**config.mk**
```make
export PLATFORM = sky130hd
export DESIGN_NAME = per_key_history_window_flat
export DESIGN_NICKNAME = d
export VERILOG_FILES = /design/src/pkhw_pkg.sv /design/src/pkhw_if.sv /design/src/per_key_history_window.sv /design/src/flat_wrapper.sv
export SDC_FILE = /design/constraint.sdc
export NUM_CORES = 2
export LEC_CHECK = 0
export ABC_AREA = 0
export BUFFER_PORTS_ARGS = -buffer_cell sky130_fd_sc_hd__buf_2
export CAP_MARGIN = 20
export CORE_MARGIN = 5
export CORE_UTILIZATION = 65
export CTS_BUF_LIST = sky130_fd_sc_hd__clkbuf_2
export CTS_CLUSTER_SIZE = 28
export DETAILED_ROUTE_END_ITERATION = 10
export MAX_ROUTING_LAYER = met4
export PLACE_DENSITY = 0.8
export SLEW_MARGIN = 20
export SYNTH_ARGS = -nofsm -noshare
export SYNTH_HDL_FRONTEND = slang
export SYNTH_SLANG_ARGS = --single-unit
```
**constraint.sdc**
```tcl
create_clock -name clock -period 12.1 [get_ports clock]
set_input_delay 0.605 -clock clock [delete_from_list [all_inputs] [get_ports clock]]
set_output_delay 0.605 -clock clock [all_outputs]
set_load 0.02 [all_outputs]
```
**src/pkhw_pkg.sv**
```systemverilog
// shared constants and widths for the per-key history window
`timescale 1ns / 1ps

package pkhw_pkg;

   // payload field widths
   localparam int KEY_W    = 32;
   localparam int ROW_W    = 16;
   localparam int POS_W    = 5;
   localparam int LIMIT_W  = 6;

   // most history entries reported for one row
   localparam int MAX_REPORT = 32;

   // default ring depth
   localparam int HIST_DEPTH_DEF = 32;

   // reset values
   localparam logic [LIMIT_W-1:0] LIMIT_RESET = LIMIT_W'(32);
   localparam logic [KEY_W-1:0]   NO_USER     = '1;

endpackage

```
**src/pkhw_if.sv**
```systemverilog
// request and response channel interfaces for the per-key history window
`timescale 1ns / 1ps

interface pkhw_req_if
   import pkhw_pkg::*;
   ();
   logic             valid;
   logic             ready;
   logic [KEY_W-1:0] user_key;
   logic [KEY_W-1:0] item_key;
   logic [KEY_W-1:0] rating_bits;
   logic [ROW_W-1:0] row_index;

   modport source (output valid, user_key, item_key, rating_bits, row_index, input ready);
   modport sink   (input valid, user_key, item_key, rating_bits, row_index, output ready);
endinterface

interface pkhw_rsp_if
   import pkhw_pkg::*;
   ();
   logic               valid;
   logic               ready;
   logic [ROW_W-1:0]   out_row_index;
   logic [POS_W-1:0]   history_position;
   logic [KEY_W-1:0]   history_item;
   logic [KEY_W-1:0]   history_rating;
   logic [LIMIT_W-1:0] history_count;
   logic               history_empty;
   logic               last_of_run;

   modport source (output valid, out_row_index, history_position, history_item,
                   history_rating, history_count, history_empty, last_of_run,
                   input ready);
   modport sink   (input valid, out_row_index, history_position, history_item,
                   history_rating, history_count, history_empty, last_of_run,
                   output ready);
endinterface

```
**src/per_key_history_window.sv**
```systemverilog
// Per-key history window: rows grouped by user arrive on req_ch one word at a time. A change of
// user_key clears the stored history. Each row then yields its history on rsp_ch: the last
// min(count, history_limit, HIST_DEPTH, 32) earlier item/rating pairs of the same user, oldest
// first, or one word flagged history_empty when there is none. After its history the row is
// appended to a ring of HIST_DEPTH entries held in a single-port-read memory. A row is accepted
// in S_IDLE, its history is streamed in S_STREAM from the one memory read port at one entry per
// cycle while rsp_ch is not stalled (back pressure on rsp_ch holds the stream), and the row is
// appended in S_APPEND. req_ch.ready is high only between rows.
// history_limit is written through csr_wr_en / csr_wr_data and resets to 32.
`timescale 1ns / 1ps

module per_key_history_window
   import pkhw_pkg::*;
#(
   parameter int HIST_DEPTH = HIST_DEPTH_DEF
) (
   input  logic               clock,
   input  logic               reset,
   pkhw_req_if.sink           req_ch,
   pkhw_rsp_if.source         rsp_ch,
   input  logic               csr_wr_en,
   input  logic [LIMIT_W-1:0] csr_wr_data
);

   localparam int HeadW  = (HIST_DEPTH > 1) ? $clog2(HIST_DEPTH) : 1;
   localparam int CntW   = $clog2(HIST_DEPTH + 1);
   localparam int CalcW  = CntW + 1;
   localparam int CmpW   = (CntW > LIMIT_W) ? CntW : LIMIT_W;
   localparam int MaxRep = (HIST_DEPTH < MAX_REPORT) ? HIST_DEPTH : MAX_REPORT;
   localparam int DataW  = 2 * KEY_W;

   typedef enum logic [2:0] {
      S_IDLE   = 3'b001,
      S_STREAM = 3'b010,
      S_APPEND = 3'b100
   } state_type;

   state_type          state_ff, state_in;
   logic [KEY_W-1:0]   user_ff, user_in;
   logic [HeadW-1:0]   head_ff, head_in;
   logic [CntW-1:0]    count_ff, count_in;
   logic [LIMIT_W-1:0] limit_ff, limit_in;
   logic [KEY_W-1:0]   item_ff, item_in;
   logic [KEY_W-1:0]   rating_ff, rating_in;
   logic [ROW_W-1:0]   row_ff, row_in;
   logic [LIMIT_W-1:0] n_ff, n_in;
   logic [POS_W-1:0]   k_ff, k_in;
   logic [HeadW-1:0]   ptr_ff, ptr_in;
   logic               rsp_valid_ff, rsp_valid_in;
   logic [ROW_W-1:0]   out_row_ff, out_row_in;
   logic [POS_W-1:0]   out_pos_ff, out_pos_in;
   logic [LIMIT_W-1:0] out_cnt_ff, out_cnt_in;
   logic               out_empty_ff, out_empty_in;
   logic               out_last_ff, out_last_in;
   logic [DataW-1:0]   rd_data_ff;

   logic [DataW-1:0]   ring_mem [HIST_DEPTH];

   logic               accept;
   logic               new_user;
   logic [CntW-1:0]    cnt_eff;
   logic [HeadW-1:0]   head_eff;
   logic [LIMIT_W-1:0] lim_eff;
   logic [LIMIT_W-1:0] n_calc;
   logic [CalcW-1:0]   start_calc;
   logic               advance;
   logic               run_empty;
   logic               run_last;
   logic               rd_en;
   logic               wr_en;
   logic [HeadW-1:0]   ptr_next;
   logic [HeadW-1:0]   head_next;

   assign accept = req_ch.valid && req_ch.ready;

   // effective history at accept: a new user starts from an empty ring
   always_comb begin
      new_user = (req_ch.user_key != user_ff);
      cnt_eff  = new_user ? '0 : count_ff;
      head_eff = new_user ? '0 : head_ff;
      lim_eff  = (limit_ff > LIMIT_W'(MaxRep)) ? LIMIT_W'(MaxRep) : limit_ff;
      n_calc   = (CmpW'(cnt_eff) < CmpW'(lim_eff)) ? LIMIT_W'(cnt_eff) : lim_eff;
      // oldest reported slot, head - n modulo the depth
      if (CalcW'(head_eff) >= CalcW'(n_calc)) begin
         start_calc = CalcW'(head_eff) - CalcW'(n_calc);
      end else begin
         start_calc = CalcW'(head_eff) + CalcW'(HIST_DEPTH) - CalcW'(n_calc);
      end
   end

   // wrapping increments of read pointer and head
   always_comb begin
      ptr_next  = (ptr_ff == HeadW'(HIST_DEPTH - 1)) ? '0 : ptr_ff + 1'b1;
      head_next = (head_ff == HeadW'(HIST_DEPTH - 1)) ? '0 : head_ff + 1'b1;
   end

   // stream control
   always_comb begin
      advance   = !rsp_valid_ff || rsp_ch.ready;
      run_empty = (n_ff == '0);
      run_last  = (({1'b0, k_ff} + LIMIT_W'(1)) == n_ff);
   end

   // sequencer
   always_comb begin
      state_in     = state_ff;
      user_in      = user_ff;
      head_in      = head_ff;
      count_in     = count_ff;
      limit_in     = limit_ff;
      item_in      = item_ff;
      rating_in    = rating_ff;
      row_in       = row_ff;
      n_in         = n_ff;
      k_in         = k_ff;
      ptr_in       = ptr_ff;
      rsp_valid_in = rsp_valid_ff;
      out_row_in   = out_row_ff;
      out_pos_in   = out_pos_ff;
      out_cnt_in   = out_cnt_ff;
      out_empty_in = out_empty_ff;
      out_last_in  = out_last_ff;
      rd_en        = 1'b0;
      wr_en        = 1'b0;

      if (csr_wr_en) begin
         limit_in = csr_wr_data;
      end

      // output word taken
      if (rsp_valid_ff && rsp_ch.ready) begin
         rsp_valid_in = 1'b0;
      end

      unique case (state_ff)
         S_IDLE: begin
            if (accept) begin
               user_in   = req_ch.user_key;
               count_in  = cnt_eff;
               head_in   = head_eff;
               item_in   = req_ch.item_key;
               rating_in = req_ch.rating_bits;
               row_in    = req_ch.row_index;
               n_in      = n_calc;
               k_in      = '0;
               ptr_in    = HeadW'(start_calc);
               state_in  = S_STREAM;
            end
         end
         S_STREAM: begin
            if (advance) begin
               rsp_valid_in = 1'b1;
               out_row_in   = row_ff;
               out_pos_in   = k_ff;
               out_cnt_in   = n_ff;
               out_empty_in = run_empty;
               out_last_in  = run_empty || run_last;
               rd_en        = !run_empty;
               k_in         = k_ff + 1'b1;
               ptr_in       = ptr_next;
               if (run_empty || run_last) begin
                  state_in = S_APPEND;
               end
            end
         end
         S_APPEND: begin
            wr_en    = 1'b1;
            head_in  = head_next;
            count_in = (count_ff == CntW'(HIST_DEPTH)) ? count_ff : count_ff + 1'b1;
            state_in = S_IDLE;
         end
         default: begin
            state_in = S_IDLE;
         end
      endcase
   end

   // control registers
   always_ff @(posedge clock) begin
      if (reset) begin
         state_ff     <= S_IDLE;
         user_ff      <= NO_USER;
         head_ff      <= '0;
         count_ff     <= '0;
         limit_ff     <= LIMIT_RESET;
         rsp_valid_ff <= 1'b0;
      end else begin
         state_ff     <= state_in;
         user_ff      <= user_in;
         head_ff      <= head_in;
         count_ff     <= count_in;
         limit_ff     <= limit_in;
         rsp_valid_ff <= rsp_valid_in;
      end
   end

   // payload registers
   always_ff @(posedge clock) begin
      item_ff      <= item_in;
      rating_ff    <= rating_in;
      row_ff       <= row_in;
      n_ff         <= n_in;
      k_ff         <= k_in;
      ptr_ff       <= ptr_in;
      out_row_ff   <= out_row_in;
      out_pos_ff   <= out_pos_in;
      out_cnt_ff   <= out_cnt_in;
      out_empty_ff <= out_empty_in;
      out_last_ff  <= out_last_in;
   end

   // history ring: one write port, one registered read port
   always_ff @(posedge clock) begin
      if (wr_en) begin
         ring_mem[head_ff] <= {item_ff, rating_ff};
      end
      if (rd_en) begin
         rd_data_ff <= ring_mem[ptr_ff];
      end
   end

   // channel outputs
   assign req_ch.ready            = (state_ff == S_IDLE);
   assign rsp_ch.valid            = rsp_valid_ff;
   assign rsp_ch.out_row_index    = out_row_ff;
   assign rsp_ch.history_position = out_pos_ff;
   assign rsp_ch.history_item     = out_empty_ff ? '0 : rd_data_ff[DataW-1:KEY_W];
   assign rsp_ch.history_rating   = out_empty_ff ? '0 : rd_data_ff[KEY_W-1:0];
   assign rsp_ch.history_count    = out_cnt_ff;
   assign rsp_ch.history_empty    = out_empty_ff;
   assign rsp_ch.last_of_run      = out_last_ff;

endmodule

```
**src/flat_wrapper.sv**
```systemverilog
// flat-port wrapper written by rule: the top's interface ports become plain ports
module per_key_history_window_flat import pkhw_pkg::*;
#(
   parameter int HIST_DEPTH = HIST_DEPTH_DEF
)
  (clock, reset, csr_wr_en, csr_wr_data, req_ch_valid, req_ch_user_key, req_ch_item_key, req_ch_rating_bits, req_ch_row_index, req_ch_ready, rsp_ch_valid, rsp_ch_out_row_index, rsp_ch_history_position, rsp_ch_history_item, rsp_ch_history_rating, rsp_ch_history_count, rsp_ch_history_empty, rsp_ch_last_of_run, rsp_ch_ready);
  pkhw_req_if req_ch_i ();
  pkhw_rsp_if rsp_ch_i ();
  input  logic clock;
  input  logic reset;
  input  logic csr_wr_en;
  input  logic [LIMIT_W-1:0] csr_wr_data;
  input wire logic [$bits(req_ch_i.valid)-1:0] req_ch_valid;
  input wire logic [$bits(req_ch_i.user_key)-1:0] req_ch_user_key;
  input wire logic [$bits(req_ch_i.item_key)-1:0] req_ch_item_key;
  input wire logic [$bits(req_ch_i.rating_bits)-1:0] req_ch_rating_bits;
  input wire logic [$bits(req_ch_i.row_index)-1:0] req_ch_row_index;
  output wire logic [$bits(req_ch_i.ready)-1:0] req_ch_ready;
  output wire logic [$bits(rsp_ch_i.valid)-1:0] rsp_ch_valid;
  output wire logic [$bits(rsp_ch_i.out_row_index)-1:0] rsp_ch_out_row_index;
  output wire logic [$bits(rsp_ch_i.history_position)-1:0] rsp_ch_history_position;
  output wire logic [$bits(rsp_ch_i.history_item)-1:0] rsp_ch_history_item;
  output wire logic [$bits(rsp_ch_i.history_rating)-1:0] rsp_ch_history_rating;
  output wire logic [$bits(rsp_ch_i.history_count)-1:0] rsp_ch_history_count;
  output wire logic [$bits(rsp_ch_i.history_empty)-1:0] rsp_ch_history_empty;
  output wire logic [$bits(rsp_ch_i.last_of_run)-1:0] rsp_ch_last_of_run;
  input wire logic [$bits(rsp_ch_i.ready)-1:0] rsp_ch_ready;
  assign req_ch_i.valid = req_ch_valid;
  assign req_ch_i.user_key = req_ch_user_key;
  assign req_ch_i.item_key = req_ch_item_key;
  assign req_ch_i.rating_bits = req_ch_rating_bits;
  assign req_ch_i.row_index = req_ch_row_index;
  assign req_ch_ready = req_ch_i.ready;
  assign rsp_ch_valid = rsp_ch_i.valid;
  assign rsp_ch_out_row_index = rsp_ch_i.out_row_index;
  assign rsp_ch_history_position = rsp_ch_i.history_position;
  assign rsp_ch_history_item = rsp_ch_i.history_item;
  assign rsp_ch_history_rating = rsp_ch_i.history_rating;
  assign rsp_ch_history_count = rsp_ch_i.history_count;
  assign rsp_ch_history_empty = rsp_ch_i.history_empty;
  assign rsp_ch_last_of_run = rsp_ch_i.last_of_run;
  assign rsp_ch_i.ready = rsp_ch_ready;
  per_key_history_window #(.HIST_DEPTH(HIST_DEPTH)) u_core (.clock(clock), .reset(reset), .req_ch(req_ch_i), .rsp_ch(rsp_ch_i), .csr_wr_en(csr_wr_en), .csr_wr_data(csr_wr_data));
endmodule
```
==> metrics.txt <==
Worst Reg-to-Reg Cells=18; ys async rst share=0%; Tcrit/Tclk final=43.75%; reg-to-reg slack, setup=6.81 ns; post-CTS setup buffers=0; Critical Path AT=6.69 ns; worst-path cell chain=xor2_1, nor4_4, and4_2, and3_1, ha_1, and3_1, a221oi_1, o21ai_1, a21oi_1, a21oi_1, ha_1, fa_1, inv_1, a21o_1, a21oi_1, or4_4, a2111oi_2, and3b_1; DRC viols=0; initial cell density of the core=65.62%; Top Family by Delay on Critical Path=simple AND/OR/NAND/NOR gates; Area growth, synth to finish=13.02%; crit path launch type=register; status=finished, final reports clean; P per Cell Area=151.4 nW/µm²; vias in the first global route=51020; routed vias=49480; minimum clock period=5.294 ns; post-layout net count=5589; total track usage=31.22%; total congestion overflow=0; ys flop type=edfxtp_1; Hold Path Depth=3; gp weighted congestion=0.7945; Post-Place Cells=6327; CTS tree=built; Peak VDD IR=0.09352 mV; Hold Vio Cnt, Final=0; Post-synth EDFFs=2237; clk root buf=clkbuf_2; Die ar.=142500 µm²; Post-CTS Hold Fix Bufs=329; worst min-delay path endpoint=u_core.row_ff[3]; Slew Limit Fails=0; final core occ=74.17%; first-pass GRT wire length=316.6 mm; Worst Min Path Start=req_ch_row_index[3]; headroom to the max-slew limit=17.96%; Yosys reg bits=2290; Slew @ Worst Pin=1.231 ns; post-synth top area share=76.51%; CP dominant cell by count=a21oi_1; Setup crit end kind=register; Worst-Skew Late Latency=1.72 ns; post-synthesis cell type count=58; Largest stage delay, worst path=0.44 ns; Clock Skew=0.1701 ns; sequential share of the synthesized area=77.72%; Mapped Nets=4654; reg2reg end=u_core.ptr_ff[4]; clock transition at the registers of the reported paths=0.11 ns; Yosys warning count=0; Sinks on Clock Net=2290; top cells by area, synth=edfxtp_1 (77%), mux4_2 (6.9%), mux2i_1 (5.7%); Filler Cells Inserted=7570; drt total wl=215.0 mm; crit path max fanout=7; Cell Area, Synth=87800 µm²; H-tree levels=6; Die H=377.5 µm; RSZ-0062 raised after global routing=no; Longest Clk Path Bufs=4; Crit Path Class=reg2reg; Die X=377.5 µm; post-CTS sizing=0; DR pass1 iterations=6; dpl hpwl=102.0 mm; Slowest-stage cell, CP=a221oi_1; Mapped Cells=4511; Port Buf Inserts=217; Rows=134; Hold WC Path Type=in2reg; area leader, netlist=edfxtp_1; f_max=188.9 MHz; max_cap viols=0; vias per cell=6.515; routed length per instance=28.31 µm; Finish-stage setup viols=0; leakage power=33.74 nW; DRT antenna net count=0; largest net degree at the start of global routing=136; Non-Filler Instances=7595; I/O pins=218; syn avg cell area=19.46 µm²; TritonCTS Buffers=555; layout cells sized above 1=25.23%; FF-to-FF Start=u_core.user_ff[2]; antenna violations before repair=6; core area=133800 µm²; Worst Path Required=13.50 ns; Initial DRC Count=6232; setup TNS=0 ns; worst path bufs/invs=1
## cell usage in the layout (no fill, tap or decap), types with 5 or more instances in the layout
cell type,instances
nand3_1,42
edfxtp_1,2237
inv_2,18
a21o_1,5
ha_1,19
nor2b_1,66
nand2_1,337
mux2i_1,499
o21ai_0,71
a21oi_1,76
nor2_1,25
buf_4,74
o211ai_1,7
mux4_2,268
dlygate4sd3_1,329
dfxtp_1,53
diode_2,17
buf_2,217
o22ai_1,64
nor2_4,33
xnor2_1,7
clkinv_1,83
bufinv_16,12
xor2_1,38
inv_1,12
buf_12,7
nor3_1,6
clkinv_2,6
o221ai_1,310
and3_1,11
clkbuf_2,803
## logic make-up after synthesis
kind of cell,count (synthesis),synth area share [%]
buffers and inverters,270,1.263
xor gates and xnor gates,46,0.4760
adders and majority gates,20,0.2936
and+or+nand+nor,557,2.929
DFF,2290,77.72
AOI/OAI and AO/OA,558,4.718
muxes,770,12.60
## registers in the layout, summed over array words and instances (netlist names)
name / cells
u_core.rating_ff: 32
u_core.rsp_ch.history_count: 6
u_core.state_ff: 3
u_core.head_ff: 5
u_core.n_ff: 6
u_core.rsp_ch.out_row_index: 16
u_core.rsp_ch.last_of_run: 1
u_core.user_ff: 32
u_core.count_ff: 6
u_core.ptr_ff: 5
u_core.k_ff: 5
u_core.item_ff: 32
u_core.rsp_ch.valid: 1
u_core.row_ff: 16
u_core.rsp_ch.history_empty: 1
u_core.limit_ff: 6
u_core.ring_mem: 2048
u_core.rd_data_ff: 64
u_core.rsp_ch.history_position: 5
## cell usage after synthesis, types with 27 or more instances
cell / number
a21oi_1: 77
buf_1: 27
buf_2: 73
clkbuf_1: 153
dfxtp_1: 53
edfxtp_1: 2237
mux2i_1: 499
mux4_2: 268
nand2_1: 338
nand3_1: 42
nor2_1: 58
nor2b_1: 66
o21ai_0: 71
o221ai_1: 310
o22ai_1: 64
xor2_1: 38
## area by class of cell
class                   instances  area, µm²  area share, %
flip-flops and latches       2290      68240          68.76
inverters                      16      70.07        0.07061
well taps                    1768       2212          2.229
repair buffers                632       5164          5.204
multi-input cells            1951      18720          18.87
diodes                         17      42.54        0.04287
clock buffers                 803       4019          4.050
clock inverters               118      769.5         0.7754
## per-stage QoR
step	hold WS, ns	power, mW	setup WS [ns]	instance area, µm²
floorplan	0.4003	9.825	7.250	87800
global placement	0.4000	10.13	6.800	91040
detailed placement	0.4045	10.17	6.679	91070
CTS	0.00003997	15.07	7.024	99150
global route	0.03144	15.64	6.547	99220
finish	0.1657	15.03	6.806	99230
## how the worst max path moves through the flow
| stage | from | endpoint | slack, ns | cells after the start |
|---|---|---|---|---|
| final | u_core.user_ff[2] | u_core.ptr_ff[4] | 6.81 | 18 |
| after global routing | u_core.user_ff[2] | u_core.ptr_ff[4] | 6.55 | 17 |
| after CTS | u_core.user_ff[28] | u_core.ptr_ff[4] | 7.02 | 17 |
| after detailed placement | req_ch_user_key[28] | u_core.ptr_ff[4] | 6.68 | 19 |
| after global placement | req_ch_user_key[28] | u_core.ptr_ff[4] | 6.80 | 18 |
| after floorplan | req_ch_user_key[12] | u_core.ptr_ff[4] | 7.25 | 17 |
## tightest hold or removal path: cells and delay by family
| family | cells | cell delay, ns |
|---|---|---|
| buf+inv | 3 | 1.15 |
## metal layers
| layer | share of wire [%] | vias to the layer above | global-route usage (%) |
|---|---|---|---|
| li1 | - | 20720 | - |
| met4 | 2.9 | 0 | 11.00 |
| met3 | 10 | 501 | 6.065 |
| met1 | 36 | 24930 | 41.05 |
| met2 | 50 | 3332 | 49.96 |
| met5 | 0 | - | - |
## where the power goes
| part | internal (mW) | total (mW) | switching [mW] |
|---|---|---|---|
| Combinational | 0.510 | 1.19 | 0.677 |
| Clock | 2.01 | 4.92 | 2.92 |
| Sequential | 8.78 | 8.92 | 0.133 |
| Total | 11.3 | 15.0 | 3.73 |
Power figures use the tool's default switching activity.
